File: src/hw/rtl/timed_wakeup_queue_assert.svh
// ----------------------------------------------------------------------------
// Timed wake-up queue assertion macros
// Concurrent checks on clk, disabled while rst_n is low.
// ----------------------------------------------------------------------------
`ifndef TIMED_WAKEUP_QUEUE_ASSERT_SVH
`define TIMED_WAKEUP_QUEUE_ASSERT_SVH
`ifndef SYNTHESIS
// implication check
`define TWQ_ASSERT_IMP(lbl, ante, cons) \
    lbl: assert property (@(posedge clk) disable iff (!rst_n) (ante) |-> (cons)) \
        else $error("timed_wakeup_queue: implication check failed");
// invariant check
`define TWQ_ASSERT_ALWAYS(lbl, expr) \
    lbl: assert property (@(posedge clk) disable iff (!rst_n) (expr)) \
        else $error("timed_wakeup_queue: invariant check failed");
`else
`define TWQ_ASSERT_IMP(lbl, ante, cons)
`define TWQ_ASSERT_ALWAYS(lbl, expr)
`endif
`endif

File: src/hw/rtl/twq_pkg.sv
// ----------------------------------------------------------------------------
// twq_pkg
// Shared constants, types and helpers of the timed wake-up queue.
// ----------------------------------------------------------------------------
`timescale 1ns / 1ps
package twq_pkg;

    localparam int QUEUE_DEPTH = 32;
    localparam int ID_BITS     = 6;
    localparam int MAX_RESULTS = 32;
    localparam int TIME_BITS   = 48;
    localparam int DELAY_BITS  = 32;
    localparam int AW          = $clog2(QUEUE_DEPTH);
    localparam int CW          = $clog2(QUEUE_DEPTH + 1);
    localparam int NW          = $clog2(MAX_RESULTS + 1);

    typedef enum logic [2:0] {
        ST_QUEUED  = 3'd0,
        ST_IGNORED = 3'd1,
        ST_FULL    = 3'd2,
        ST_WOKEN   = 3'd3,
        ST_NONE    = 3'd4
    } status_t;

    typedef enum logic [1:0] {
        CMD_INSERT = 2'd0,
        CMD_IGNORE = 2'd1,
        CMD_TICK   = 2'd2
    } cmd_kind_t;

    // classified word passed from front to back
    typedef struct packed {
        cmd_kind_t              kind;
        logic [ID_BITS-1:0]     id;
        logic [TIME_BITS-1:0]   tval;   // wake time for insert, now for tick
    } cmd_t;

    // back-end status seen by the top level
    typedef struct packed {
        logic [CW-1:0] count;
        logic          idle;
    } back_stat_t;

    // physical slot of a logical position in the circular store
    function automatic logic [AW-1:0] slot_of(input logic [AW-1:0] head,
                                              input logic [AW-1:0] pos);
        logic [AW:0] sum;
        sum = {1'b0, head} + {1'b0, pos};
        if (sum >= (AW+1)'(QUEUE_DEPTH))
            sum = sum - (AW+1)'(QUEUE_DEPTH);
        return sum[AW-1:0];
    endfunction

endpackage

File: src/hw/rtl/twq_front.sv
// ----------------------------------------------------------------------------
// twq_front
// Accepts request words, classifies them and computes saturated wake times.
// ----------------------------------------------------------------------------
`timescale 1ns / 1ps
module twq_front import twq_pkg::*;
(
    input  logic                         clk,
    input  logic                         rst_n,
    input  logic                         start,
    input  logic                         mode,
    input  logic [ID_BITS-1:0]           thread_id,
    input  logic signed [DELAY_BITS-1:0] sleep_ticks,
    input  logic [TIME_BITS-1:0]         now_tick,
    output logic                         busy,
    output logic                         cmd_valid,
    output cmd_t                         cmd,
    input  logic                         cmd_take
);

    logic       valid_reg, valid_next;
    cmd_t       cmd_reg, cmd_next;
    logic       accept;
    logic [TIME_BITS:0] sum;

    assign busy      = valid_reg && !cmd_take;
    assign accept    = start && !busy;
    assign cmd_valid = valid_reg;
    assign cmd       = cmd_reg;

    // classify and saturate the wake time
    always_comb
    begin
        sum = {1'b0, now_tick} + {{(TIME_BITS-DELAY_BITS+1){1'b0}}, sleep_ticks};
        cmd_next.id = thread_id;
        if (mode)
        begin
            cmd_next.kind = CMD_TICK;
            cmd_next.tval = now_tick;
        end
        else if (sleep_ticks <= 0)
        begin
            cmd_next.kind = CMD_IGNORE;
            cmd_next.tval = now_tick;
        end
        else
        begin
            cmd_next.kind = CMD_INSERT;
            cmd_next.tval = sum[TIME_BITS] ? {TIME_BITS{1'b1}} : sum[TIME_BITS-1:0];
        end
        valid_next = accept || (valid_reg && !cmd_take);
    end

    always_ff @(posedge clk or negedge rst_n)
    begin
        if (!rst_n)
            valid_reg <= 1'b0;
        else
            valid_reg <= valid_next;
    end

    always_ff @(posedge clk)
    begin
        if (accept)
            cmd_reg <= cmd_next;
    end

endmodule

File: src/hw/rtl/twq_fifo.sv
// ----------------------------------------------------------------------------
// twq_fifo
// Two-entry command queue between the front and back ends.
// ----------------------------------------------------------------------------
`timescale 1ns / 1ps
module twq_fifo import twq_pkg::*;
(
    input  logic clk,
    input  logic rst_n,
    input  logic push,
    input  cmd_t push_word,
    output logic full,
    input  logic pop,
    output logic empty,
    output cmd_t pop_word
);

    cmd_t       buf_reg [2];
    logic       wr_ptr_reg, rd_ptr_reg;
    logic [1:0] fill_reg;

    assign full     = (fill_reg == 2'd2);
    assign empty    = (fill_reg == 2'd0);
    assign pop_word = buf_reg[rd_ptr_reg];

    // pointers and fill level
    always_ff @(posedge clk or negedge rst_n)
    begin
        if (!rst_n)
        begin
            wr_ptr_reg <= 1'b0;
            rd_ptr_reg <= 1'b0;
            fill_reg   <= 2'd0;
        end
        else
        begin
            if (push)
                wr_ptr_reg <= !wr_ptr_reg;
            if (pop)
                rd_ptr_reg <= !rd_ptr_reg;
            fill_reg <= fill_reg + {1'b0, push} - {1'b0, pop};
        end
    end

    always_ff @(posedge clk)
    begin
        if (push)
            buf_reg[wr_ptr_reg] <= push_word;
    end

endmodule

File: src/hw/rtl/twq_back.sv
// ----------------------------------------------------------------------------
// twq_back
// Sorted circular store: tail-first insertion walk and head-first wake walk.
// ----------------------------------------------------------------------------
`timescale 1ns / 1ps
module twq_back import twq_pkg::*;
(
    input  logic               clk,
    input  logic               rst_n,
    input  logic               cmd_empty,
    input  cmd_t               cmd_in,
    output logic               cmd_pop,
    output logic               done,
    output logic [2:0]         status,
    output logic [ID_BITS-1:0] woken_id,
    output logic               last,
    output back_stat_t         stat
);

    typedef enum logic [2:0] {
        S_IDLE, S_INS_WAIT, S_INS_PUT, S_TICK_WAIT, S_TICK_END
    } state_t;

    state_t             state_reg, state_next;
    cmd_t               cmd_reg, cmd_next;
    logic [AW-1:0]      head_reg, head_next;
    logic [CW-1:0]      count_reg, count_next;
    logic [CW-1:0]      pos_reg, pos_next;
    logic [NW-1:0]      nwoke_reg, nwoke_next;
    logic               pend_reg, pend_next;
    logic [ID_BITS-1:0] pend_id_reg, pend_id_next;
    logic               done_reg, done_next;
    status_t            status_reg, status_next;
    logic [ID_BITS-1:0] wid_reg, wid_next;
    logic               last_reg, last_next;

    // store and its port controls
    logic [TIME_BITS-1:0] time_mem [QUEUE_DEPTH];
    logic [ID_BITS-1:0]   id_mem   [QUEUE_DEPTH];
    logic [TIME_BITS-1:0] rd_time_reg;
    logic [ID_BITS-1:0]   rd_id_reg;
    logic                 rd_en, wr_en;
    logic [AW-1:0]        rd_addr, wr_addr;
    logic [TIME_BITS-1:0] wr_time;
    logic [ID_BITS-1:0]   wr_id;

    always_ff @(posedge clk)
    begin
        if (wr_en)
        begin
            time_mem[wr_addr] <= wr_time;
            id_mem[wr_addr]   <= wr_id;
        end
        if (rd_en)
        begin
            rd_time_reg <= time_mem[rd_addr];
            rd_id_reg   <= id_mem[rd_addr];
        end
    end

    assign done       = done_reg;
    assign status     = status_reg;
    assign woken_id   = wid_reg;
    assign last       = last_reg;
    assign stat.count = count_reg;
    assign stat.idle  = (state_reg == S_IDLE);

    // sequencer
    always_comb
    begin
        state_next   = state_reg;
        cmd_next     = cmd_reg;
        head_next    = head_reg;
        count_next   = count_reg;
        pos_next     = pos_reg;
        nwoke_next   = nwoke_reg;
        pend_next    = pend_reg;
        pend_id_next = pend_id_reg;
        done_next    = 1'b0;
        status_next  = status_reg;
        wid_next     = '0;
        last_next    = 1'b1;
        cmd_pop      = 1'b0;
        rd_en        = 1'b0;
        rd_addr      = '0;
        wr_en        = 1'b0;
        wr_addr      = '0;
        wr_time      = rd_time_reg;
        wr_id        = rd_id_reg;
        case (state_reg)
            S_IDLE:
            begin
                if (!cmd_empty)
                begin
                    cmd_pop  = 1'b1;
                    cmd_next = cmd_in;
                    case (cmd_in.kind)
                        CMD_IGNORE:
                        begin
                            done_next   = 1'b1;
                            status_next = ST_IGNORED;
                        end
                        CMD_INSERT:
                        begin
                            if (count_reg >= CW'(QUEUE_DEPTH))
                            begin
                                done_next   = 1'b1;
                                status_next = ST_FULL;
                            end
                            else if (count_reg == '0)
                            begin
                                pos_next   = '0;
                                state_next = S_INS_PUT;
                            end
                            else
                            begin
                                // read the tail entry
                                rd_en      = 1'b1;
                                rd_addr    = slot_of(head_reg, AW'(count_reg - 1'b1));
                                pos_next   = count_reg;
                                state_next = S_INS_WAIT;
                            end
                        end
                        CMD_TICK:
                        begin
                            if (count_reg == '0)
                            begin
                                done_next   = 1'b1;
                                status_next = ST_NONE;
                            end
                            else
                            begin
                                rd_en      = 1'b1;
                                rd_addr    = head_reg;
                                nwoke_next = '0;
                                pend_next  = 1'b0;
                                state_next = S_TICK_WAIT;
                            end
                        end
                        default:
                        begin
                            state_next = S_IDLE;
                        end
                    endcase
                end
            end
            S_INS_WAIT:
            begin
                // entry at pos-1 is in the read register
                if (rd_time_reg >= cmd_reg.tval)
                begin
                    wr_en    = 1'b1;
                    wr_addr  = slot_of(head_reg, AW'(pos_reg));
                    pos_next = pos_reg - 1'b1;
                    if (pos_reg == CW'(1))
                        state_next = S_INS_PUT;
                    else
                    begin
                        rd_en   = 1'b1;
                        rd_addr = slot_of(head_reg, AW'(pos_reg - CW'(2)));
                    end
                end
                else
                    state_next = S_INS_PUT;
            end
            S_INS_PUT:
            begin
                wr_en       = 1'b1;
                wr_addr     = slot_of(head_reg, AW'(pos_reg));
                wr_time     = cmd_reg.tval;
                wr_id       = cmd_reg.id;
                count_next  = count_reg + 1'b1;
                done_next   = 1'b1;
                status_next = ST_QUEUED;
                state_next  = S_IDLE;
            end
            S_TICK_WAIT:
            begin
                // head entry is in the read register
                if (rd_time_reg <= cmd_reg.tval)
                begin
                    if (pend_reg)
                    begin
                        done_next   = 1'b1;
                        status_next = ST_WOKEN;
                        wid_next    = pend_id_reg;
                        last_next   = 1'b0;
                    end
                    pend_next    = 1'b1;
                    pend_id_next = rd_id_reg;
                    head_next    = slot_of(head_reg, AW'(1));
                    count_next   = count_reg - 1'b1;
                    nwoke_next   = nwoke_reg + 1'b1;
                    if (count_reg != CW'(1) && nwoke_reg != NW'(MAX_RESULTS - 1))
                    begin
                        rd_en   = 1'b1;
                        rd_addr = slot_of(head_reg, AW'(1));
                    end
                    else
                        state_next = S_TICK_END;
                end
                else
                begin
                    done_next   = 1'b1;
                    status_next = pend_reg ? ST_WOKEN : ST_NONE;
                    wid_next    = pend_reg ? pend_id_reg : '0;
                    state_next  = S_IDLE;
                end
            end
            S_TICK_END:
            begin
                done_next   = 1'b1;
                status_next = ST_WOKEN;
                wid_next    = pend_id_reg;
                state_next  = S_IDLE;
            end
            default:
            begin
                state_next = S_IDLE;
            end
        endcase
    end

    always_ff @(posedge clk or negedge rst_n)
    begin
        if (!rst_n)
        begin
            state_reg  <= S_IDLE;
            head_reg   <= '0;
            count_reg  <= '0;
            pend_reg   <= 1'b0;
            done_reg   <= 1'b0;
            status_reg <= ST_NONE;
            wid_reg    <= '0;
            last_reg   <= 1'b0;
        end
        else
        begin
            state_reg  <= state_next;
            head_reg   <= head_next;
            count_reg  <= count_next;
            pend_reg   <= pend_next;
            done_reg   <= done_next;
            status_reg <= status_next;
            wid_reg    <= wid_next;
            last_reg   <= last_next;
        end
    end

    always_ff @(posedge clk)
    begin
        cmd_reg     <= cmd_next;
        pos_reg     <= pos_next;
        nwoke_reg   <= nwoke_next;
        pend_id_reg <= pend_id_next;
    end

endmodule

File: src/hw/rtl/timed_wakeup_queue.sv
// ----------------------------------------------------------------------------
// timed_wakeup_queue
// Wake-up queue sorted by absolute wake time, with sleep and tick commands.
// ----------------------------------------------------------------------------
//  channel  | handshake           | words
//  request  | start, busy         | mode, thread_id, sleep_ticks, now_tick
//  result   | done (one cycle)    | status, woken_id, last
//
// A sleep word holds the back end while the insertion walk moves entries,
// and a tick while the wake walk reads woken entries, both set by the
// single read port of the store. Two words can wait in the command queue.
// Reset is asynchronous and empties the store. Results cannot be stalled:
// each is on the ports for one cycle with done high.
`timescale 1ns / 1ps
`include "timed_wakeup_queue_assert.svh"
module timed_wakeup_queue import twq_pkg::*;
(
    input  logic                         clk,
    input  logic                         rst_n,
    input  logic                         start,
    output logic                         busy,
    input  logic                         mode,
    input  logic [ID_BITS-1:0]           thread_id,
    input  logic signed [DELAY_BITS-1:0] sleep_ticks,
    input  logic [TIME_BITS-1:0]         now_tick,
    output logic                         done,
    output logic [2:0]                   status,
    output logic [ID_BITS-1:0]           woken_id,
    output logic                         last
);

    logic       cmd_valid, fifo_full, fifo_empty, fifo_pop;
    cmd_t       front_cmd, fifo_cmd;
    back_stat_t stat;

    twq_front u_front (
        .clk         (clk),
        .rst_n       (rst_n),
        .start       (start),
        .mode        (mode),
        .thread_id   (thread_id),
        .sleep_ticks (sleep_ticks),
        .now_tick    (now_tick),
        .busy        (busy),
        .cmd_valid   (cmd_valid),
        .cmd         (front_cmd),
        .cmd_take    (!fifo_full)
    );

    twq_fifo u_fifo (
        .clk       (clk),
        .rst_n     (rst_n),
        .push      (cmd_valid && !fifo_full),
        .push_word (front_cmd),
        .full      (fifo_full),
        .pop       (fifo_pop),
        .empty     (fifo_empty),
        .pop_word  (fifo_cmd)
    );

    twq_back u_back (
        .clk       (clk),
        .rst_n     (rst_n),
        .cmd_empty (fifo_empty),
        .cmd_in    (fifo_cmd),
        .cmd_pop   (fifo_pop),
        .done      (done),
        .status    (status),
        .woken_id  (woken_id),
        .last      (last),
        .stat      (stat)
    );

    // only woken results carry an id, and only they may be non-final
    `TWQ_ASSERT_IMP(a_id_only_woken, done && status != ST_WOKEN, woken_id == '0 && last)
    // store never holds more than its depth
    `TWQ_ASSERT_ALWAYS(a_count_bound, stat.count <= CW'(QUEUE_DEPTH))
    // a non-final result is always followed by another result
    `TWQ_ASSERT_IMP(a_burst_cont, done && !last, ##1 done)
    // a full-queue report only with a full store
    `TWQ_ASSERT_IMP(a_full_report, done && status == ST_FULL, stat.count == CW'(QUEUE_DEPTH))
    // the back end takes a queued word only when idle
    `TWQ_ASSERT_IMP(a_pop_idle, fifo_pop, stat.idle && !fifo_empty)

endmodule
File: config.mk
export PLATFORM = sky130hd
export DESIGN_NAME = timed_wakeup_queue
export DESIGN_NICKNAME = d
export VERILOG_FILES = /design/src/hw/rtl/twq_pkg.sv /design/src/hw/rtl/twq_front.sv /design/src/hw/rtl/twq_fifo.sv /design/src/hw/rtl/twq_back.sv /design/src/hw/rtl/timed_wakeup_queue.sv
export VERILOG_INCLUDE_DIRS = /design/src /design/src/hw/rtl
export SDC_FILE = /design/constraint.sdc
export NUM_CORES = 2
export LEC_CHECK = 0
export BUFFER_PORTS_ARGS = -buffer_cell sky130_fd_sc_hd__buf_4
export CORE_ASPECT_RATIO = 0.7
export CORE_MARGIN = 5
export CORE_UTILIZATION = 56
export DETAILED_ROUTE_END_ITERATION = 10
export GPL_TIMING_DRIVEN = 0
export PLACE_DENSITY = 0.72
export SLEW_MARGIN = 40
export SYNTH_ARGS = -nofsm -noshare
export SYNTH_HDL_FRONTEND = slang
export SYNTH_SLANG_ARGS = --single-unit
File: constraint.sdc
create_clock -name clk -period 14 [get_ports clk]
set_clock_uncertainty 0.1 [all_clocks]
set_input_delay 2.8 -clock clk [delete_from_list [all_inputs] [get_ports clk]]
set_output_delay 2.8 -clock clk [all_outputs]
set_load 0.005 [all_outputs]
# Word level (Yosys, flattened, before mapping)

Memories as Yosys holds them, arrays and structs flattened. A register that Yosys moved wholly into a read port is not among the register bits.
Index checks and enable logic that the tools add are counted.

RAM bits: 1840
Output and inout port bits: 12
Memories: 3
ROM bits: 0
Bits in latches: 0
Flip-flop bits (word level): 159
Logic and storage cells: 186

Memory list:

| name            | words | bits a word | read ports | clocked after memory_dff | wr ports | line           | text |
|---|---|---|---|---|---|---|---|
| u_back.time_mem | 32    | 48          | 1          | 1                        | 1        | twq_back.sv:38 | `logic [TIME_BITS-1:0] time_mem [QUEUE_DEPTH];` |
| u_back.id_mem   | 32    | 6           | 1          | 1                        | 1        | twq_back.sv:39 | `logic [ID_BITS-1:0] id_mem [QUEUE_DEPTH];` |
| u_fifo.buf_reg  | 2     | 56          | 1          | 0                        | 1        | twq_fifo.sv:18 | `cmd_t buf_reg [2];` |

Order comparisons: 8
Multiplexer cells: 87
Bitwise logic cells: 1
Shift-type cells: 0
Equal/unequal tests: 26
Reduce and logical (&&, ||, !) cells: 25
Multiply operators: 0
Div/mod/pow operators: 0
$add $sub $neg: 16

Operators by type and width:

| cell                  | number |
|---|---|
| $mux W48              | 4 |
| $mux W6               | 12 |
| $mux W5               | 13 |
| $add A48 B32 Y49      | 1 |
| $ge A48 B48 Y1        | 1 |
| $le A48 B48 Y1        | 1 |
| $pmux W6 S2           | 4 |
| $mux W3               | 13 |
| $le A32 B1 Y1 const B | 1 |
| $ge A6 B6 Y1 const B  | 5 |
| $mux W1               | 27 |
| $pmux W3 S3           | 3 |
| $pmux W5 S2           | 2 |
| $sub A5 B1 Y5 const B | 4 |
| $add A5 B5 Y6         | 3 |
| $pmux W5 S3           | 1 |
| $add A6 B1 Y6 const B | 2 |
| $ne A3 B3 Y1 const B  | 4 |
| $pmux W3 S4           | 1 |
| $reduce_and A6 Y1     | 2 |
| $sub A6 B1 Y6 const B | 2 |
| $reduce_and A5 Y1     | 2 |
| $ne A3 B2 Y1 const B  | 3 |
| $pmux W1 S3           | 3 |
| 28 further kinds      | 49 |

# Longest topological paths before layout

Depth after elaboration: 9
Gate-level depth with buffers: 18
Gate-level depth less buffers: 15

# By module

From an unflattened synthesis, not the netlist that was laid out.

Cell total of the unflattened synthesis: 5737
Area, all modules: 83675.3 um2

Modules (own cells, without submodules):

| module             | area each (um2) | times used | cells each |
|---|---|---|---|
| twq_back           | 74904.3         | 1          | 5077 |
| twq_front          | 4403.0          | 1          | 469 |
| twq_fifo           | 4357.9          | 1          | 189 |
| timed_wakeup_queue | 10.0            | 1          | 2 |

# Worst setup path after synthesis

No wires, ideal clock.

Path type: register to register
From: reg u_back.state_reg[0]
To: reg u_back.rd_id_reg[0] (read register of u_back.id_mem) (enable)
Setup slack: 2.214 ns
Cell stages (with the launch flop): 4
Arrival: 11.145 ns
Clock period less this slack: 11.786 ns
Path buffers: 0
Cell sequence: dfrtp_1 > nor4_1 > nand2b_1 > o21ai_0

Word-level cells in the longest chain between the ends: 2

Ends and longest elaborated chain:

| item                                       | line            | text |
|---|---|---|
| from (decl)                                | twq_back.sv:24  | `state_t state_reg, state_next;` |
| from (signal assigned)                     | twq_back.sv:239 | `state_reg <= state_next;` |
| $eq A3 B2 Y1, or another cell as far along | twq_back.sv:90  | `case (state_reg)` |
| $pmux W1 S3 *                              | twq_back.sv:90  |  |
| named net u_back.rd_en                     | twq_back.sv:42  | `logic rd_en, wr_en;` |
| to (decl)                                  | twq_back.sv:41  | `logic [ID_BITS-1:0] rd_id_reg;` |

Mark *: on every way through the listed nets, which the timed path passes. The rest lies on a longest branch.
A chain may end at the register's enable or synchronous reset.

# Final worst setup path

From: reg u_back.cmd_reg[21] in the netlist's numbering
To: reg u_back.rd_time_reg[47] (read register of u_back.time_mem) (data pin)

Word-level cells in the longest chain between the ends: 3

Ends and longest elaborated chain:

| item                                             | line                             | text |
|---|---|---|
| from (decl)                                      | twq_back.sv:25                   | `cmd_t cmd_reg, cmd_next;` |
| from (signal assigned)                           | twq_back.sv:252                  | `cmd_reg <= cmd_next;` |
| $le A48 B48 Y1 or $ge A48 B48 Y1 (tied branches) | twq_back.sv:180, twq_back.sv:150 |  |
| $mux W5, or another cell as far along            | twq_back.sv:180                  | `if (rd_time_reg <= cmd_reg.tval)` |
| $pmux W5 S3 or $pmux W1 S3 (tied branches)       | twq_back.sv:90                   |  |
| to (decl)                                        | twq_back.sv:40                   | `logic [TIME_BITS-1:0] rd_time_reg;` |

Parallel ways exist; a longest one is shown, timed or not.

==> flow_summary.html <==
<table>
<tr><th>Metric</th><th>Value</th></tr>
<tr><th colspan="2">Outcome</th></tr>
<tr><td>Run status</td><td>finished, final reports clean</td></tr>
<tr><th colspan="2">Critical path</th></tr>
<tr><td>Category of the most critical setup path</td><td>reg2reg</td></tr>
<tr><td>Critical Path End Type</td><td>flop</td></tr>
<tr><td>Internal reg-to-reg setup slack</td><td>7.56 ns</td></tr>
<tr><td>Worst reg2reg endpoint</td><td>u_back.rd_time_reg[47]</td></tr>
<tr><td>Critical path arrival</td><td>6.87 ns</td></tr>
<tr><td>Required time at the endpoint of the critical path</td><td>14.43 ns</td></tr>
<tr><td>Critical path launch point type</td><td>flop</td></tr>
<tr><td>Worst reg2reg path depth</td><td>17</td></tr>
<tr><td>Worst Setup SP</td><td>u_back.cmd_reg[21]</td></tr>
<tr><td>Largest fanout of any net on the critical path</td><td>10</td></tr>
<tr><td>Reg-to-reg critical path startpoint</td><td>u_back.cmd_reg[21]</td></tr>
<tr><th colspan="2">Finish</th></tr>
<tr><td>Fill cell count</td><td>9,507</td></tr>
<tr><td>Relative area change from synthesis to final layout</td><td>14.80%</td></tr>
<tr><td>Utilization of the core after routing</td><td>0.6461</td></tr>
<tr><td>Largest register FFs</td><td>around 1,500</td></tr>
<tr><td>Fraction of final layout cells with drive strength greater than 1</td><td>0.2462</td></tr>
<tr><td>Total area of multi-input combinational cells</td><td>~19,000 um^2</td></tr>
<tr><td>Number of nets in the layout</td><td>4,900</td></tr>
<tr><td>Register area</td><td>61,500 um^2</td></tr>
<tr><th colspan="2">Global route</th></tr>
<tr><td>Maximum number of pins on one net before global-route repair</td><td>41</td></tr>
<tr><td>Total congestion overflow after global routing</td><td>0</td></tr>
<tr><td>First-pass GRT wire length</td><td>300.4 mm</td></tr>
<tr><td>Number of antenna violations at the first check in global routing</td><td>8</td></tr>
<tr><td>Total Routing Usage GR</td><td>0.2726</td></tr>
<tr><td>Vias in the first global route</td><td>42,810</td></tr>
<tr><th colspan="2">Clocking</th></tr>
<tr><td>Post-cts repair resize count</td><td>0</td></tr>
<tr><td>Clock buffers created by TritonCTS</td><td>176</td></tr>
<tr><td>Clock sink count</td><td>2,053</td></tr>
<tr><td>Post-CTS setup buffer count</td><td>0</td></tr>
<tr><td>CTS Hold Bufs</td><td>0</td></tr>
<tr><td>Count of H-tree levels built during CTS</td><td>4</td></tr>
<tr><td>Clock edge transition at the registers on the reported setup and hold paths</td><td>0.06 ns</td></tr>
<tr><td>CTS tree</td><td>yes</td></tr>
<tr><td>Number of buffers between clock root and the deepest sink</td><td>3</td></tr>
<tr><td>Clock root buffer</td><td>sky130_fd_sc_hd__clkbuf_16</td></tr>
<tr><td>Clock latency reported for the late side of the worst-skew pair</td><td>slightly above 0.8 ns</td></tr>
<tr><th colspan="2">Yosys</th></tr>
<tr><td>Asr flop ratio synth</td><td>0.01510</td></tr>
<tr><td>Most common cell in the synthesized netlist</td><td>sky130_fd_sc_hd__edfxtp_1</td></tr>
<tr><td>Top cell type's share of synthesized area</td><td>0.7421</td></tr>
<tr><td>Most area-consuming cells after synthesis</td><td>sky130_fd_sc_hd__edfxtp_1 (74%), sky130_fd_sc_hd__mux4_2 (9.1%), sky130_fd_sc_hd__mux2_2 (1.7%)</td></tr>
<tr><td>Distinct cell type count of the synthesized netlist</td><td>78</td></tr>
<tr><td>Yosys warns</td><td>0</td></tr>
<tr><td>Library cell occupying the most area in the post-synthesis netlist</td><td>sky130_fd_sc_hd__edfxtp_1</td></tr>
<tr><td>Gate count of the mapped netlist</td><td>4,270</td></tr>
<tr><td>Top_reg_cell synth</td><td>sky130_fd_sc_hd__edfxtp_1</td></tr>
<tr><td>Number of synthesized register bits</td><td>2,053</td></tr>
<tr><td>Ranking of synthesized cells by instance count</td><td>sky130_fd_sc_hd__edfxtp_1 (2,022), sky130_fd_sc_hd__mux4_2 (329), sky130_fd_sc_hd__nand2_1 (268)</td></tr>
<tr><td>Synthesized net count</td><td>4,466</td></tr>
<tr><td>Share of the yosys chip area belonging to registers</td><td>0.7516</td></tr>
<tr><td>Mean area per synthesized cell</td><td>about 19 um^2</td></tr>
<tr><td>Combined area of all synthesized cells</td><td>between 80,000 and 90,000 um^2</td></tr>
<tr><td>Number of enable flip-flop cells after synthesis</td><td>2,022</td></tr>
<tr><th colspan="2">Hold path</th></tr>
<tr><td>Sink of the worst hold path</td><td>u_fifo.buf_reg[0][4]</td></tr>
<tr><td>Number of cells on the worst hold path</td><td>0</td></tr>
<tr><td>Path type of the worst min-delay path</td><td>reg2reg</td></tr>
<tr><td>Hold_sp</td><td>u_front.cmd[4]</td></tr>
<tr><th colspan="2">STA</th></tr>
<tr><td>Minimum clock period after layout</td><td>6.442 ns</td></tr>
<tr><td>Unrepaired setup endpoints after global routing</td><td>false</td></tr>
<tr><td>Highest clock rate</td><td>155.2 MHz</td></tr>
<tr><td>Setup_tns</td><td>0 ns</td></tr>
<tr><td>Slew margin rel.</td><td>0.3896</td></tr>
<tr><td>Final setup slack of the worst path</td><td>roughly 7.6 ns</td></tr>
<tr><td>Number of hold violations in the final report</td><td>0</td></tr>
<tr><td>Fin. max-slew vios</td><td>0</td></tr>
<tr><td>Worst-Margin Slew</td><td>0.9155 ns</td></tr>
<tr><td># setup viols final</td><td>0</td></tr>
<tr><td>Final Cycle Share</td><td>0.4601</td></tr>
<tr><td>Final hold slack</td><td>0.3437 ns</td></tr>
<tr><th colspan="2">Die</th></tr>
<tr><td>Core area</td><td>145,400 um^2</td></tr>
<tr><td>Initial Util</td><td>0.5628</td></tr>
<tr><td>Height of the die</td><td>around 330 um</td></tr>
<tr><td>FP Rows</td><td>117</td></tr>
<tr><td>Full die area</td><td>154,000 um^2</td></tr>
<tr><td>Num ports</td><td>between 100 and 150</td></tr>
<tr><td>Width of the chip</td><td>466.9 um</td></tr>
<tr><th colspan="2">Power and ir drop</th></tr>
<tr><td>Leakage power</td><td>30.70 nW</td></tr>
<tr><td>Worst-case vdd ir drop</td><td>around 0.00015 V</td></tr>
<tr><td>Power per cell area</td><td>between 200 and 250 nW/um^2</td></tr>
<tr><th colspan="2">Routing</th></tr>
<tr><td>WL final</td><td>between 200 and 250 mm</td></tr>
<tr><td>Remaining design rule violation count</td><td>0</td></tr>
<tr><td>Iteration-0 DRC Markers</td><td>6,809</td></tr>
<tr><td>Detailed-route via count</td><td>44,310</td></tr>
<tr><td>Detail Route Antenna Nets</td><td>0</td></tr>
<tr><td>Count of TritonRoute iterations in the first routing pass</td><td>6</td></tr>
<tr><td>Via count normalized by instance count</td><td>~6.5</td></tr>
<tr><td>Routed WL per cell</td><td>around 31 um</td></tr>
<tr><th colspan="2">Placement</th></tr>
<tr><td>Pre-CTS setup slack</td><td>between 7 and 8 ns</td></tr>
<tr><td>HPWL reported at the end of detailed placement</td><td>145.9 mm</td></tr>
<tr><td>Port bufs</td><td>101</td></tr>
<tr><td>Gp weighted congestion</td><td>0.8727</td></tr>
<tr><th colspan="2">Job</th></tr>
<tr><td>Max Cap Viol</td><td>0</td></tr>
</table>
-- report_power, final --
part | switching, mW | total, mW | internal (mW) | leakage [nW]
registers | 0.350 | 9.07 | 8.72 | 18.7
logic | 4.78 | 7.25 | 2.48 | 9.23
clock network | 2.20 | 4.90 | 2.70 | 2.76
total | 7.32 | 21.2 | 13.9 | 30.7
-- worst max-delay path: stages (launching register included) --
cell	delay, ns
sky130_fd_sc_hd__edfxtp_1	0.47
sky130_fd_sc_hd__inv_1	0.08
sky130_fd_sc_hd__ha_1	0.31
sky130_fd_sc_hd__nand4_1	0.23
sky130_fd_sc_hd__nor4_2	0.72
sky130_fd_sc_hd__nand4_1	0.30
sky130_fd_sc_hd__a21oi_2	0.33
sky130_fd_sc_hd__nor4b_1	0.14
sky130_fd_sc_hd__a21oi_4	0.37
sky130_fd_sc_hd__inv_4	0.12
sky130_fd_sc_hd__a221oi_4	0.60
sky130_fd_sc_hd__buf_4	0.55
sky130_fd_sc_hd__buf_2	0.51
sky130_fd_sc_hd__buf_2	0.47
sky130_fd_sc_hd__nand2_1	0.10
sky130_fd_sc_hd__nand3_1	0.10
sky130_fd_sc_hd__a32oi_1	0.13
sky130_fd_sc_hd__a211oi_1	0.50
-- worst max path at each step --
| stage | endpoint | slack [ns] | cells past startpoint |
|---|---|---|---|
| detailed placement | u_front.cmd[10] | 7.28 | 15 |
| CTS | u_back.rd_time_reg[5] | 7.37 | 14 |
| global route | u_back.rd_time_reg[5] | 7.50 | 15 |
| global placement | u_back.rd_time_reg[39] | -7.11 | 3 |
| finish | u_back.rd_time_reg[47] | 7.56 | 17 |
| floorplan | u_back.rd_id_reg[0] | 2.21 | 3 |
-- cells by family (layout without fill, tap and decap cells) --
family / count (synthesis) / in the layout / synth area share
compound gates: 555 / 555 / 0.05011
mux: 571 / 571 / 0.1221
xor+xnor: 70 / 70 / 0.007494
fa+ha+maj: 106 / 106 / 0.01658
buf+inv: 282 / 857 / 0.01710
flops: 2053 / 2053 / 0.7516
simple gates: 633 / 633 / 0.03497
other cells: 0 / 10 / 0
-- through the flow --
stage,power [mW],instances,cell area [um^2]
2_1_floorplan,13.49,4270,81820
3_3_place_gp,15.98,6334,85030
3_5_place_dp,16.32,6487,88190
4_1_cts,21.18,6806,93870
5_1_grt,21.98,6812,93910
6_report,21.23,6818,93930
-- layout make-up --
type                            instances  area share
Clock inverter                        101     0.01124
Buffer                                201     0.01178
Multi-Input combinational cell       1935      0.2050
Tap cell                             1963     0.02615
Clock buffer                          218     0.04925
Antenna cell                           10   0.0002664
Sequential cell                      2053      0.6547
Timing Repair Buffer                  256     0.03832
Inverter                               81    0.003264
-- cells in the final DEF (no fill, tap or decap), types with 34 or more instances in the layout --
cell type                      n
sky130_fd_sc_hd__edfxtp_1   2022
sky130_fd_sc_hd__mux4_2      329
sky130_fd_sc_hd__nand2_1     268
sky130_fd_sc_hd__clkbuf_16   179
sky130_fd_sc_hd__buf_4       159
sky130_fd_sc_hd__mux2_2      126
sky130_fd_sc_hd__mux2i_1     115
sky130_fd_sc_hd__nand3_1     113
sky130_fd_sc_hd__a21oi_1     112
sky130_fd_sc_hd__clkbuf_1    111
sky130_fd_sc_hd__ha_1        102
sky130_fd_sc_hd__nor2_1       95
sky130_fd_sc_hd__o22ai_1      94
sky130_fd_sc_hd__buf_8        83
sky130_fd_sc_hd__inv_1        80
sky130_fd_sc_hd__buf_2        67
sky130_fd_sc_hd__o221ai_1     54
sky130_fd_sc_hd__buf_16       53
sky130_fd_sc_hd__a32oi_1      45
sky130_fd_sc_hd__a211oi_2     42
sky130_fd_sc_hd__xnor2_1      39
sky130_fd_sc_hd__nor2_4       34
-- per-layer routing --
layer / global-route usage / vias to the layer above / share of wire
met3: 0.09260 / 356 / 0.13
met1: 0.4100 / 22790 / 0.41
li1: - / 18330 / -
met4: 0.08242 / 2 / 0.029
met5: 0 / - / 0.000062
met2: 0.3818 / 2831 / 0.43
Note: power is estimated with default switching activity, not from simulation.
